### src/hdl/aesel_pkg.sv
// Shared types, constants and character helpers for the accept-encoding selector.
package aesel_pkg;

   localparam int unsigned QUALITY_W = 10;

   localparam logic [QUALITY_W-1:0] FULL_QUALITY = 10'd1000;

   // bit positions in the candidate mask
   localparam int unsigned ALIVE_GZIP = 0;
   localparam int unsigned ALIVE_ZSTD = 1;
   localparam int unsigned ALIVE_STAR = 2;

   localparam logic [7:0] CH_COMMA = 8'h2C;
   localparam logic [7:0] CH_SEMI  = 8'h3B;
   localparam logic [7:0] CH_EQUAL = 8'h3D;
   localparam logic [7:0] CH_SPACE = 8'h20;
   localparam logic [7:0] CH_TAB   = 8'h09;
   localparam logic [7:0] CH_STAR  = 8'h2A;
   localparam logic [7:0] CH_DOT   = 8'h2E;
   localparam logic [7:0] CH_ZERO  = 8'h30;
   localparam logic [7:0] CH_ONE   = 8'h31;
   localparam logic [7:0] CH_NINE  = 8'h39;
   localparam logic [7:0] CH_LOW_Q = 8'h71;
   localparam logic [7:0] CH_UP_Q  = 8'h51;
   localparam logic [7:0] CH_UP_A  = 8'h41;
   localparam logic [7:0] CH_UP_Z  = 8'h5A;

   typedef enum logic [1:0] {
      SEC_CODING = 2'd0,
      SEC_NAME   = 2'd1,
      SEC_VALUE  = 2'd2
   } section_type;

   typedef enum logic [1:0] {
      NAME_EMPTY = 2'd0,
      NAME_Q     = 2'd1,
      NAME_OTHER = 2'd2
   } pname_type;

   typedef enum logic [1:0] {
      CHOICE_NONE = 2'd0,
      CHOICE_GZIP = 2'd1,
      CHOICE_ZSTD = 2'd2
   } choice_type;

   typedef struct packed {
      logic [2:0]           len;       // saturates at 6
      logic                 lead_one;
      logic                 bad;
      logic [QUALITY_W-1:0] value;     // thousandths after a leading '0'
   } qparse_type;

   typedef struct packed {
      section_type          section;
      logic [2:0]           alive;
      logic [2:0]           clen;      // saturates at 7
      logic                 gap;
      pname_type            pname;
      qparse_type           qp;
      logic [QUALITY_W-1:0] entry_q;
      logic                 gz_named;
      logic [QUALITY_W-1:0] gz_q;
      logic [QUALITY_W-1:0] zs_q;
      logic [QUALITY_W-1:0] wc_q;
   } parse_state_type;

   typedef struct packed {
      choice_type           choice;
      logic [QUALITY_W-1:0] gzip_weight;
      logic [QUALITY_W-1:0] zstd_weight;
   } result_type;

   localparam qparse_type QP_EMPTY = '{len: 3'd0, lead_one: 1'b0, bad: 1'b0, value: '0};

   localparam parse_state_type STATE_RESET = '{
      section:  SEC_CODING,
      alive:    3'b111,
      clen:     3'd0,
      gap:      1'b0,
      pname:    NAME_EMPTY,
      qp:       QP_EMPTY,
      entry_q:  FULL_QUALITY,
      gz_named: 1'b0,
      gz_q:     '0,
      zs_q:     '0,
      wc_q:     '0
   };

   function automatic logic [7:0] gzip_char(input logic [1:0] pos);
      logic [7:0] c;
      case (pos)
         2'd0:    c = 8'h67; // g
         2'd1:    c = 8'h7A; // z
         2'd2:    c = 8'h69; // i
         default: c = 8'h70; // p
      endcase
      return c;
   endfunction

   function automatic logic [7:0] zstd_char(input logic [1:0] pos);
      logic [7:0] c;
      case (pos)
         2'd0:    c = 8'h7A; // z
         2'd1:    c = 8'h73; // s
         2'd2:    c = 8'h74; // t
         default: c = 8'h64; // d
      endcase
      return c;
   endfunction

endpackage

### src/hdl/aesel_if.sv
// Valid/ready channel interfaces for header words and selection results.
interface aesel_req_if;
   logic       valid;
   logic       ready;
   logic [7:0] text_byte;
   logic       has_byte;
   logic       header_end;

   modport source (output valid, output text_byte, output has_byte, output header_end,
                   input ready);
   modport sink   (input valid, input text_byte, input has_byte, input header_end,
                   output ready);
endinterface

interface aesel_rsp_if;
   logic       valid;
   logic       ready;
   logic [1:0] choice;
   logic [9:0] gzip_weight;
   logic [9:0] zstd_weight;

   modport source (output valid, output choice, output gzip_weight, output zstd_weight,
                   input ready);
   modport sink   (input valid, input choice, input gzip_weight, input zstd_weight,
                   output ready);
endinterface

### src/hdl/accept_encoding_selector.sv
// Top level: accept-encoding negotiation selector with input and result registers.
//
//   channel | dir | handshake    | word contents
//   --------+-----+--------------+-------------------------------------------
//   req_bus | in  | valid/ready  | text_byte[7:0], has_byte, header_end
//   rsp_bus | out | valid/ready  | choice[1:0], gzip_weight[9:0], zstd_weight[9:0]
//
// One header word per clock is taken while the input register is not stalled; the
// parser state advances once per word, and the header's result is registered.
// Reset (synchronous, active high) empties both registers and restores the
// parser to the start of a header.
// A held result stalls only a word that would produce a new result; other
// words keep flowing past it.
module accept_encoding_selector
   import aesel_pkg::*;
(
   input  logic        clock,
   input  logic        reset,
   aesel_req_if.sink   req_bus,
   aesel_rsp_if.source rsp_bus
);

   // input register
   logic       in_valid_ff, in_valid_in;
   logic [7:0] in_byte_ff;
   logic       in_has_ff;
   logic       in_last_ff;

   // parser state
   parse_state_type state_ff, state_in;

   // result register
   logic       rsp_valid_ff, rsp_valid_in;
   result_type rsp_data_ff;

   result_type step_result;
   logic       advance;
   logic       req_take;
   logic       rsp_load;

   // the stored word moves on unless it ends a header while a result still waits
   assign advance  = in_valid_ff && (!in_last_ff || !rsp_valid_ff || rsp_bus.ready);
   assign rsp_load = advance && in_last_ff;
   assign req_take = req_bus.valid && req_bus.ready;

   assign req_bus.ready = !in_valid_ff || advance;

   assign in_valid_in  = req_take || (in_valid_ff && !advance);
   assign rsp_valid_in = rsp_load || (rsp_valid_ff && !rsp_bus.ready);

   aesel_step u_step (
      .cur_state  (state_ff),
      .text_byte  (in_byte_ff),
      .has_byte   (in_has_ff),
      .header_end (in_last_ff),
      .next_state (state_in),
      .result     (step_result)
   );

   always_ff @(posedge clock) begin
      if (reset) begin
         in_valid_ff  <= 1'b0;
         rsp_valid_ff <= 1'b0;
         state_ff     <= STATE_RESET;
      end else begin
         in_valid_ff  <= in_valid_in;
         rsp_valid_ff <= rsp_valid_in;
         if (advance) state_ff <= state_in;
      end
   end

   always_ff @(posedge clock) begin
      if (req_take) begin
         in_byte_ff <= req_bus.text_byte;
         in_has_ff  <= req_bus.has_byte;
         in_last_ff <= req_bus.header_end;
      end
      if (rsp_load) rsp_data_ff <= step_result;
   end

   assign rsp_bus.valid       = rsp_valid_ff;
   assign rsp_bus.choice      = rsp_data_ff.choice;
   assign rsp_bus.gzip_weight = rsp_data_ff.gzip_weight;
   assign rsp_bus.zstd_weight = rsp_data_ff.zstd_weight;

   // a new result never lands on one that has not been taken
   assert property (@(posedge clock) disable iff (reset)
      (rsp_valid_ff && !rsp_bus.ready) |-> !rsp_load)
      else $error("result register overwritten");

   // every header starts from a clean parser
   assert property (@(posedge clock) disable iff (reset)
      rsp_load |=> (state_ff == STATE_RESET))
      else $error("parser not cleared after header end");

   // zstd only wins with a nonzero weight at least that of gzip
   assert property (@(posedge clock) disable iff (reset)
      (rsp_valid_ff && rsp_data_ff.choice == CHOICE_ZSTD) |->
         (rsp_data_ff.zstd_weight != '0 &&
          rsp_data_ff.zstd_weight >= rsp_data_ff.gzip_weight))
      else $error("zstd chosen without sufficient weight");

   // stored weights stay within full quality
   assert property (@(posedge clock) disable iff (reset)
      (state_ff.gz_q <= FULL_QUALITY && state_ff.zs_q <= FULL_QUALITY &&
       state_ff.wc_q <= FULL_QUALITY && state_ff.entry_q <= FULL_QUALITY))
      else $error("quality out of range");

   // a stalled word is held in the input register
   assert property (@(posedge clock) disable iff (reset)
      (in_valid_ff && !advance) |=> (in_valid_ff && $stable(in_last_ff) &&
                                     $stable(in_byte_ff)))
      else $error("stalled word lost");

endmodule

### src/hdl/aesel_step.sv
// Next-state and result logic for one header word.
module aesel_step
   import aesel_pkg::*;
(
   input  parse_state_type cur_state,
   input  logic [7:0]      text_byte,
   input  logic            has_byte,
   input  logic            header_end,
   output parse_state_type next_state,
   output result_type      result
);

   function automatic logic [QUALITY_W-1:0] quality_value(input qparse_type q);
      logic [QUALITY_W-1:0] v;
      if (q.bad || q.len == 3'd0 || q.len == 3'd2 || q.len > 3'd5) v = '0;
      else if (q.lead_one) v = FULL_QUALITY;
      else if (q.len == 3'd1) v = '0;
      else v = q.value;
      return v;
   endfunction

   // close the current parameter; a q applies its weight to the entry
   function automatic parse_state_type part_end(input parse_state_type st);
      parse_state_type r;
      r = st;
      if (st.pname == NAME_Q) begin
         if (st.section == SEC_NAME) r.entry_q = '0;
         else if (st.section == SEC_VALUE) r.entry_q = quality_value(st.qp);
      end
      r.pname = NAME_EMPTY;
      r.qp    = QP_EMPTY;
      r.gap   = 1'b0;
      return r;
   endfunction

   function automatic parse_state_type entry_end(input parse_state_type st);
      parse_state_type r;
      parse_state_type c;
      r = part_end(st);
      c = STATE_RESET;
      if (r.alive[ALIVE_GZIP] && r.clen == 3'd4) begin
         r.gz_named = 1'b1;
         r.gz_q     = r.entry_q;
      end else if (r.alive[ALIVE_ZSTD] && r.clen == 3'd4) begin
         r.zs_q = r.entry_q;
      end else if (r.alive[ALIVE_STAR] && r.clen == 3'd1) begin
         r.wc_q = r.entry_q;
      end
      // keep per-header totals, restart the entry
      c.gz_named = r.gz_named;
      c.gz_q     = r.gz_q;
      c.zs_q     = r.zs_q;
      c.wc_q     = r.wc_q;
      return c;
   endfunction

   function automatic parse_state_type coding_char(input parse_state_type st,
                                                   input logic [7:0] c);
      parse_state_type r;
      logic [7:0]      lc;
      logic [2:0]      keep;
      r    = st;
      lc   = (c >= CH_UP_A && c <= CH_UP_Z) ? (c + 8'd32) : c;
      keep = 3'b000;
      if (!st.gap) begin
         if (st.clen < 3'd4 && lc == gzip_char(st.clen[1:0])) keep[ALIVE_GZIP] = 1'b1;
         if (st.clen < 3'd4 && lc == zstd_char(st.clen[1:0])) keep[ALIVE_ZSTD] = 1'b1;
         if (st.clen == 3'd0 && c == CH_STAR) keep[ALIVE_STAR] = 1'b1;
      end
      r.alive = st.alive & keep;
      if (st.clen < 3'd7) r.clen = st.clen + 3'd1;
      return r;
   endfunction

   function automatic qparse_type value_char(input qparse_type q, input logic gap,
                                             input logic [7:0] c);
      qparse_type           r;
      logic [3:0]           d;
      logic [QUALITY_W-1:0] inc;
      r   = q;
      d   = 4'(c - CH_ZERO);
      inc = '0;
      if (gap) r.bad = 1'b1;
      case (q.len)
         3'd0: begin
            if (c == CH_ONE) r.lead_one = 1'b1;
            else if (c != CH_ZERO) r.bad = 1'b1;
         end
         3'd1: begin
            if (c != CH_DOT) r.bad = 1'b1;
         end
         3'd2, 3'd3, 3'd4: begin
            case (q.len)
               3'd2:    inc = QUALITY_W'(d) * QUALITY_W'(100);
               3'd3:    inc = QUALITY_W'(d) * QUALITY_W'(10);
               default: inc = QUALITY_W'(d);
            endcase
            if (c < CH_ZERO || c > CH_NINE) r.bad = 1'b1;
            else if (q.lead_one) begin
               if (c != CH_ZERO) r.bad = 1'b1;
            end else r.value = q.value + inc;
         end
         default: r.bad = 1'b1;
      endcase
      if (q.len < 3'd6) r.len = q.len + 3'd1;
      return r;
   endfunction

   function automatic parse_state_type take_byte(input parse_state_type st,
                                                 input logic [7:0] c);
      parse_state_type r;
      logic            started;
      r       = st;
      started = 1'b0;
      if (c == CH_COMMA) begin
         r = entry_end(st);
      end else if (c == CH_SEMI) begin
         r = part_end(st);
         r.section = SEC_NAME;
      end else if (c == CH_EQUAL && st.section == SEC_NAME) begin
         r.section = SEC_VALUE;
         r.qp      = QP_EMPTY;
         r.gap     = 1'b0;
      end else if (c == CH_SPACE || c == CH_TAB) begin
         case (st.section)
            SEC_CODING: started = (st.clen != 3'd0);
            SEC_NAME:   started = (st.pname != NAME_EMPTY);
            default:    started = (st.qp.len != 3'd0);
         endcase
         if (started) r.gap = 1'b1;
      end else begin
         case (st.section)
            SEC_CODING: r = coding_char(st, c);
            SEC_NAME: begin
               if (st.pname == NAME_EMPTY)
                  r.pname = (c == CH_LOW_Q || c == CH_UP_Q) ? NAME_Q : NAME_OTHER;
               else
                  r.pname = NAME_OTHER;
            end
            default:    r.qp = value_char(st.qp, st.gap, c);
         endcase
         r.gap = 1'b0;
      end
      return r;
   endfunction

   parse_state_type      after_byte;
   parse_state_type      closed;
   logic [QUALITY_W-1:0] gz;
   logic [QUALITY_W-1:0] zs;

   always_comb begin
      after_byte = has_byte ? take_byte(cur_state, text_byte) : cur_state;
      closed     = entry_end(after_byte);
      gz         = closed.gz_named ? closed.gz_q : closed.wc_q;
      zs         = closed.zs_q;

      result.gzip_weight = gz;
      result.zstd_weight = zs;
      if (zs != '0 && zs >= gz) result.choice = CHOICE_ZSTD;
      else if (gz != '0)        result.choice = CHOICE_GZIP;
      else                      result.choice = CHOICE_NONE;

      next_state = header_end ? STATE_RESET : after_byte;
   end

endmodule
### src/flat_wrapper.sv
// flat-port wrapper written by rule: the top's interface ports become plain ports
module accept_encoding_selector_flat import aesel_pkg::*;
  (clock, reset, req_bus_valid, req_bus_text_byte, req_bus_has_byte, req_bus_header_end, req_bus_ready, rsp_bus_valid, rsp_bus_choice, rsp_bus_gzip_weight, rsp_bus_zstd_weight, rsp_bus_ready);
  aesel_req_if req_bus_i ();
  aesel_rsp_if rsp_bus_i ();
  input  logic clock;
  input  logic reset;
  input wire logic [$bits(req_bus_i.valid)-1:0] req_bus_valid;
  input wire logic [$bits(req_bus_i.text_byte)-1:0] req_bus_text_byte;
  input wire logic [$bits(req_bus_i.has_byte)-1:0] req_bus_has_byte;
  input wire logic [$bits(req_bus_i.header_end)-1:0] req_bus_header_end;
  output wire logic [$bits(req_bus_i.ready)-1:0] req_bus_ready;
  output wire logic [$bits(rsp_bus_i.valid)-1:0] rsp_bus_valid;
  output wire logic [$bits(rsp_bus_i.choice)-1:0] rsp_bus_choice;
  output wire logic [$bits(rsp_bus_i.gzip_weight)-1:0] rsp_bus_gzip_weight;
  output wire logic [$bits(rsp_bus_i.zstd_weight)-1:0] rsp_bus_zstd_weight;
  input wire logic [$bits(rsp_bus_i.ready)-1:0] rsp_bus_ready;
  assign req_bus_i.valid = req_bus_valid;
  assign req_bus_i.text_byte = req_bus_text_byte;
  assign req_bus_i.has_byte = req_bus_has_byte;
  assign req_bus_i.header_end = req_bus_header_end;
  assign req_bus_ready = req_bus_i.ready;
  assign rsp_bus_valid = rsp_bus_i.valid;
  assign rsp_bus_choice = rsp_bus_i.choice;
  assign rsp_bus_gzip_weight = rsp_bus_i.gzip_weight;
  assign rsp_bus_zstd_weight = rsp_bus_i.zstd_weight;
  assign rsp_bus_i.ready = rsp_bus_ready;
  accept_encoding_selector u_core (.clock(clock), .reset(reset), .req_bus(req_bus_i), .rsp_bus(rsp_bus_i));
endmodule
### config.mk
export PLATFORM = sky130hd
export DESIGN_NAME = accept_encoding_selector_flat
export DESIGN_NICKNAME = d
export VERILOG_FILES = /design/src/hdl/aesel_pkg.sv /design/src/hdl/aesel_if.sv /design/src/hdl/accept_encoding_selector.sv /design/src/hdl/aesel_step.sv /design/src/flat_wrapper.sv
export SDC_FILE = /design/constraint.sdc
export NUM_CORES = 1
export LEC_CHECK = 0
export BUFFER_PORTS_ARGS = -buffer_cell sky130_fd_sc_hd__buf_4
export CAP_MARGIN = 10
export CORE_UTILIZATION = 40
export DETAILED_ROUTE_END_ITERATION = 8
export PLACE_DENSITY_LB_ADDON = 0.12
export SLEW_MARGIN = 40
export SYNTH_ARGS = -nofsm -noshare
export SYNTH_HDL_FRONTEND = slang
export SYNTH_SLANG_ARGS = --single-unit
### constraint.sdc
create_clock -name clock -period 5.6 [get_ports clock]
set_input_delay 1.12 -clock clock [delete_from_list [all_inputs] [get_ports clock]]
set_output_delay 1.12 -clock clock [all_outputs]
set_load 0.005 [all_outputs]
# After elaboration in Yosys (flattened, before gate mapping)
# Cells that the tools add are included.
# W data, S select, Z words.
# word_totals
ff_bits	101
output_inout_bits	24
wordCells	216
# classes
addsub	5
n_mul	2
n_lt_le_gt_ge	10
eq_ne	32
n_mux	93
bitwise_logic	1
reduce_logical	51
# ops
operator	count
$mux W10	28
$mux W67	4
$mux W8	13
$mux W58	1
$eq A8 B6 Y1 const B	6
$mux W41	1
$mux W20	2
$mux W15	2
$pmux W5 S3	2
$mux W3	8
$mux W11	2
$pmux W10 S2	1
$reduce_bool A10 Y1	2
$mux W1	19
$logic_and A1 B1 Y1	17
$eq A8 B7 Y1 const B	2
$eq A8 B8 Y1	2
$ne A8 B6 Y1 const B	2
$logic_or A1 B1 Y1	14
$eq A3 B1 Y1 const B	4
$mux W6	2
$add A10 B10 Y10	1
$eq A2 B1 Y1 const B	5
$ge A10 B10 Y1	1
29 further kinds	53

# Depth between registers and ports, before layout
# Gate-level depths: netlist of run 1.
# depth
ltp_word	38
ltp_mapped	25

# Cells and area by module
# Synthesis of run 1 repeated with hierarchy kept, for this count alone.
# unflattened
cells_unflattened	974
hier_area_um2	8192.9
# modules_own_cells
module	n_inst	cells_per_inst	area_each_um2	seq_area_each_um2
aesel_step	1	640	4190.3	0.0
accept_encoding_selector	1	334	4002.6	2342.2

# Worst setup path before layout of run 1
# No wires, ideal clock.
# synth_path
path_type	register to register
start	register u_core.in_byte_ff[2]
end	register u_core.rsp_data_ff (netlist bit u_core.rsp_bus.choice[0]) (data pin)
setup_ps	160
t_arrival_ps	4728
slack_ps	711
stages_incl_launch_ff	25
n_path_buf	4
period_less_slack_ps	4889
path_cell_list	edfxtp_1 -> inv_1 -> ha_1 -> buf_2 -> nand3b_2 -> a2111oi_4 -> nor2_2 -> buf_6 -> a211o_1 -> a31oi_2 -> nor3b_2 -> buf_6 -> clkbuf_1 -> o21ai_0 -> ha_1 -> a21o_1 -> a21o_1 -> a21o_1 -> a21o_1 -> a21oi_1 -> nor2b_1 -> o21ai_0 -> a21oi_1 -> o32a_1 -> a41oi_1
# synth_rtl
item	line_no	source
from (decl)	accept_encoding_selector.sv:25	logic [7:0] in_byte_ff;
from (signal assigned)	accept_encoding_selector.sv:74	in_byte_ff <= req_bus.text_byte;
to (signal assigned)	accept_encoding_selector.sv:78	if (rsp_load) rsp_data_ff <= step_result;
to (decl)	accept_encoding_selector.sv:34	result_type rsp_data_ff;

==> results of run 1 <==
synthesized netlist by cell type (21+ instances only):
cell type and instances:
nor3_1 23, inv_1 36, edfxtp_1 32, a21oi_1 49
clkbuf_1 32, mux2i_1 21, nand2_1 58, a22oi_1 46
ha_1 47, nor2_1 101, dfxtp_1 69, o21ai_0 34
metal layers:
metal  global-route usage  vias up
met5                    0        -
met4               0.1011        0
met3              0.04092       34
met2               0.3918      267
met1               0.3515     3280
li1                     -     3177
flip-flops by register name, indices dropped and copies added, names as in the netlist:
signal	count
u_core.rsp_bus.choice	2
u_core.rsp_bus.gzip_weight	10
u_core.in_byte_ff	8
u_core.in_has_ff	1
u_core.rsp_bus.zstd_weight	10
u_core.in_valid_ff	1
u_core.rsp_bus.valid	1
u_core.in_last_ff	1
u_core.state_ff	67
final cells by class:
| type | instances | area (sq um) | area share |
|---|---|---|---|
| multi-input combinational | 644 | 4398 | 0.5535 |
| sequential | 101 | 2342 | 0.2948 |
| timing repair buffer | 66 | 495.5 | 0.06235 |
| tap | 225 | 281.5 | 0.03543 |
| clock buffer | 9 | 225.2 | 0.02834 |
| inverter | 37 | 138.9 | 0.01748 |
| clock inverter | 7 | 65.06 | 0.008188 |
metrics by stage:
step	util	instances	instance area, sq um	total power [W]	setup WS, ns
2_1_floorplan	-	822	7022	0.0008922	0.7114
3_3_place_gp	0.4405	1068	7594	0.0009457	0.3909
3_5_place_dp	0.4412	1068	7605	0.0009473	0.3222
4_1_cts	0.4580	1084	7895	0.001576	0.2384
5_1_grt	0.4610	1089	7946	0.001631	0.007766
6_report	0.4610	1089	7946	0.001575	0.3059
worst max-delay path, stage by stage, from the launching register on:
cell and delay, ns:
dfxtp_1 0.48, ha_1 0.20, ha_1 0.29, inv_1 0.16
and3_1 0.20, nor4b_1 0.53, and3_1 0.48, a22o_1 0.22
a32o_1 0.25, inv_1 0.07, o22ai_1 0.33, inv_1 0.08
ha_1 0.29, a21o_1 0.15, a21o_1 0.18, a21o_1 0.18
a21o_1 0.17, a21oi_1 0.15, nor2b_1 0.06, o21ai_0 0.16
a21oi_1 0.09, o32a_1 0.19, a41oi_1 0.20
worst paths after layout:
path	to	depth (start not counted)	start	slack, ns
max	u_core.rsp_bus.choice[0]$_SDFFCE_PP0P_	22	u_core.state_ff[53]$_SDFFE_PP0P_	0.31
min	u_core.state_ff[27]$_SDFFE_PP0P_	2	u_core.state_ff[27]$_SDFFE_PP0P_	0.51
max reg2reg	u_core.rsp_bus.choice[0]$_SDFFCE_PP0P_	22	u_core.state_ff[53]$_SDFFE_PP0P_	0.31
min reg2reg	u_core.state_ff[27]$_SDFFE_PP0P_	2	u_core.state_ff[27]$_SDFFE_PP0P_	0.51
kinds of logic after synthesis:
kind of cell / synth area share
AND/OR/NAND/NOR: 0.1965
multiplexers: 0.03635
adder cells (fa/ha/maj): 0.09230
flip-flops: 0.3336
XOR/XNOR: 0.02245
AO/OA/AOI/OAI: 0.2748
buffers and inverters: 0.04401
report_power, final:
| group | switching [W] | internal (W) | total [W] |
|---|---|---|---|
| logic | 0.0000994 | 0.0000596 | 0.000159 |
| registers | 0.0000125 | 0.000765 | 0.000777 |
| clock network | 0.000326 | 0.000312 | 0.000638 |
timing repair:
action / CTS / global route
endpoints found under the setup margin: 0 / 2
setup buffers: 0 / 5
resized for setup: 0 / 2
hold buffers: 0 / 0
==> flow_summary.yaml, run 1 <==
die:
  rows: 48
  start_util: 0.4074
  io_pins: 38
  die_area_sq_um: 18090
  die-height_microns: 134.5
  die_w_microns: 134.5
  core_sq_um: 17240
sta:
  slew_headroom: 0.4262
  post-route-period-util: 0.9454
  fin_skew_ns: 0.01687
  rsz0062_at_grt: "no"
  period_needed_ns: 5.294
  setup_viol: 0
  setup_tns_ns: 0
  worst_hold_slack_ns: 0.5057
  tightest_slew_ns: 0.8549
  drv_slew: 0
  clock.fmax_ghz: 0.1889
  hold_viol_final: 0
yosys:
  ys.flop_type: "dfxtp_1"
  synth_enable_flop_cells: 32
  synth_top_area_cell: "dfxtp_1"
  synth.distinct_cells: 85
  synth_seq_area_share: 0.3336
  synthTopCellsByArea: "dfxtp_1, edfxtp_1, ha_1"
  syn_avg_cell_area_sq_um: 8.542
  synth-seq-cells: 101
  synth_area_sq_um: 7022
  syn-instance-count: 822
  async_flop_share: 0
  yosys_warnings: 0
  syn_nets: 886
  synth_top_area_frac: 0.1967
detailed_routing:
  routed_wl_microns: 22410
  drtIter0Drc: 660
  ant_nets: 0
  drc: 0
  avgViaCountPerCell: 6.206
  vias: 6758
  met1_length_microns: 10220
  highest-signal-layer: "met4"
  wl_met2_microns: 10100
  avgRoutedWirePerCell_microns: 20.58
  route.met3.wl_microns: 1499
  firstDrtPassIters: 5
global_route:
  antenna_found_initial: 0
  grt_usage: 0.2533
  grt_pass1_vias: 6274
  grt_first_pass_wirelength_microns: 35120
  gr-total-overflow: 0
  grt_max_degree: 62
clock_tree:
  numClockSinks: 101
  cts.clk_slew.worst_paths_ns: 0.08
  clkLatencyLatePin_ns: 0.37
  cts_tree: "built"
  cts_buffer_depth: 2
  clock-root-buffer: "clkbuf_16"
  numCtsBuffers: 9
  cts-htree-levels: 3
final_layout:
  syn2layout_area_growth_pct: 13.17
  drive_gt1_frac: 0.1308
  layout_common_cells: "nor2_1, dfxtp_1, buf_4, nand2_1, a21oi_1"
  antenna_cells: 0
  num-fill-cells: 1689
  num-nets-final: 923
  final_common_cell: "nor2_1"
critical_path:
  worstPathRequired_ns: 5.80
  start_kind: "flip-flop"
  cp.arrival_ns: 5.49
  crit_type: "reg -> reg"
  worstPathMaxFanout: 10
  cp-end-kind: "flip-flop"
flow_run:
  maxCapViolations: 0
worst_hold_path:
  hold_path.class: "reg -> reg"
placement:
  place.gp.congestion: 0.9329
  io_buffer_count: 37
  hpwlAfterDp_microns: 17000
run_status:
  outcome: "finished clean"
power:
  p_leak_nw: 3.054
  p_per_area_nw_per_um2: 198.2
  peakVddDrop_uv: 153.5
No activity file was read; power rests on OpenSTA's default activity.
==> run 2: changes to the inputs <==
==> constraint.sdc (replaced) <==
create_clock -name clock -period 4.8 [get_ports clock]
set_input_delay 0.96 -clock clock [delete_from_list [all_inputs] [get_ports clock]]
set_output_delay 0.96 -clock clock [all_outputs]
set_load 0.005 [all_outputs]
==> run 2 against run 1 <==
  * Utilization up 5.6 points
  * Sequential power up 16%
  * Clock skew down 0.0081 ns
  * First-iteration DRC count up 5.0%
  * Wire length up 4.5%
  * Via count up 3.6%
  * Non-clock buffer count up 78
  * Count of clock-buffer cells in the layout up 1
  * Largest cell class unchanged
==> flow_summary.yaml, run 2 (synthesis gave the netlist of run 1 again) <==
global_route:
  grt_max_degree: 62
  grt_usage: 0.2577
  grt_use_met3: 0.03566
  met2_usage: 0.3932
  gr-total-overflow: 0
  grt_first_pass_wirelength_microns: 35980
  grt_pass1_vias: 6551
  globalRoute.busiestLayer: "met2"
  grtUsageMet1: 0.3654
  antenna_found_initial: 0
final_layout:
  num-nets-final: 1001
  largest_register_ff_count: 67
  seq_area_sq_um: 2344
  drive_gt1_frac: 0.2611
  num-fill-cells: 1594
  layout_common_cells: "buf_4, nor2_1, dfxtp_1, nand2_1, a21oi_1"
  final_common_cell: "buf_4"
  antenna_cells: 0
  top_register: "u_core.state_ff"
  syn2layout_area_growth_pct: 26.82
  multiInputGateArea_sq_um: 4763
sta:
  worst_hold_slack_ns: 0.5128
  drv_slew: 0
  fin_skew_ns: 0.008734
  post-route-period-util: 0.9744
  period_needed_ns: 4.677
  fin_ws_ns: 0.1228
  hold_viol_final: 0
  clock.fmax_ghz: 0.2138
  setup_viol: 0
  slew_headroom: 0.4487
  tightest_slew_ns: 0.8238
detailed_routing:
  avgViaCountPerCell: 5.997
  vias: 6999
  avgRoutedWirePerCell_microns: 20.06
  drc: 0
  routed_wl_microns: 23410
  firstDrtPassIters: 5
  drtIter0Drc: 693
  ant_nets: 0
critical_path:
  reg2reg_from: "u_core.in_byte_ff[3]$_DFFE_PP_"
  path_depth: 18
  cp.arrival_ns: 4.88
  crit_path_start: "u_core.in_byte_ff[3]$_DFFE_PP_"
  worstPathRequired_ns: 5.00
  max_stage_delay_ns: 0.53
  cp-end-kind: "flip-flop"
  crit_type: "reg -> reg"
  path_cells: "ha_1 > ha_4 > fa_2 > a22o_4 > ha_4 > a21oi_2 > nand2_2 > a21o_1 > a21o_1 > xor2_1 > a221o_1 > a21oi_2 > a21o_1 > ha_1 > o21ai_0 > a21oi_1 > o32a_1 > a41oi_2"
  path_common_cell: "a21o_1"
  worstPathMaxFanout: 5
  cp_top_family: "compound AO/OA/AOI/OAI gates"
  crit_slowest_cell: "edfxtp_1"
  ff2ff_path_depth: 18
  crit_buf_inv: 0
  start_kind: "flip-flop"
clock_tree:
  cts.clk_slew.worst_paths_ns: 0.08
  cts_tree: "built"
  cts-htree-levels: 3
  numCtsBuffers: 9
  ctsHoldBuffers: 0
  numClockSinks: 101
  cts_buffer_depth: 2
  clkLatencyLatePin_ns: 0.36
  clock-root-buffer: "clkbuf_16"
power:
  peakVddDrop_uv: 152.4
  p_leak_nw: 3.549
  p_per_area_nw_per_um2: 207.7
worst_hold_path:
  hold_path.class: "reg -> reg"
  hold_path_depth: 2
  min_from: "u_core.state_ff[17]$_SDFFE_PP0P_"
placement:
  hpwlAfterDp_microns: 17520
  place.gp.congestion: 0.9572
  io_buffer_count: 37
  pre_cts_slack_ns: -0.06820
die:
  die_area_sq_um: 18090
  die-height_microns: 134.5
  rows: 48
  core_sq_um: 17240
  die_w_microns: 134.5
  start_util: 0.4074
  io_pins: 38
flow_run:
  maxCapViolations: 0
run_status:
  outcome: "finished clean"
[run 2: worst paths after layout]
check	to	slack [ns]
min reg2reg	u_core.state_ff[17]$_SDFFE_PP0P_	0.51
max reg2reg	u_core.rsp_bus.choice[0]$_SDFFCE_PP0P_	0.12
min	u_core.state_ff[17]$_SDFFE_PP0P_	0.51
max	u_core.rsp_bus.choice[0]$_SDFFCE_PP0P_	0.12
[run 2: timing repair]
action / 4_1_cts / 5_1_grt
pin swaps: 2 / 40
endpoints found under the setup margin: 2 / 2
gates resized for setup: 9 / 82
endpoints found under the hold margin: 0 / 0
buffers inserted: 4 / 11
[run 2: area by class of cell]
type	instances	share of cell area
Clock buffer	10	0.02571
Inverter	37	0.01560
Multi-Input combinational cell	644	0.5349
Tap cell	225	0.03161
Timing Repair Buffer	144	0.1231
Clock inverter	6	0.005901
Sequential cell	101	0.2632
[run 2: report_power, final]
| group | total (W) | switching (W) | internal [W] | leakage, nW |
|---|---|---|---|---|
| Clock | 0.000712 | 0.000351 | 0.000361 | 0.132 |
| Combinational | 0.000233 | 0.000136 | 0.0000967 | 2.54 |
| Sequential | 0.000905 | 0.0000123 | 0.000893 | 0.878 |
| Total | 0.00185 | 0.000500 | 0.00135 | 3.55 |
[run 2: metal layers]
layer / vias up / wire, microns
met5: - / 0
met4: 0 / 662
met3: 47 / 1260
met2: 250 / 10470
met1: 3373 / 11020
li1: 3329 / -
[run 2: per-stage QoR]
step,utilization,std cells,power [W],area [sq um],TNS (ns)
2_1_floorplan,-,822,0.001041,7023,0
3_3_place_gp,0.4702,1136,0.001120,8104,0
3_5_place_dp,0.4705,1136,0.001123,8110,-0.06820
4_1_cts,0.4910,1156,0.001837,8463,0
5_1_grt,0.5166,1167,0.001920,8905,-0.05405
6_report,0.5166,1167,0.001849,8905,0
[run 2: worst register-to-register path: cells and delay by family, from the launching register on]
kind                     cells  cell delay, ns
AND/OR/NAND/NOR              1            0.09
adder cells (fa/ha/maj)      5            1.51
XOR/XNOR                     1            0.17
AO/OA/AOI/OAI               11            2.24
flip-flops                   1            0.53
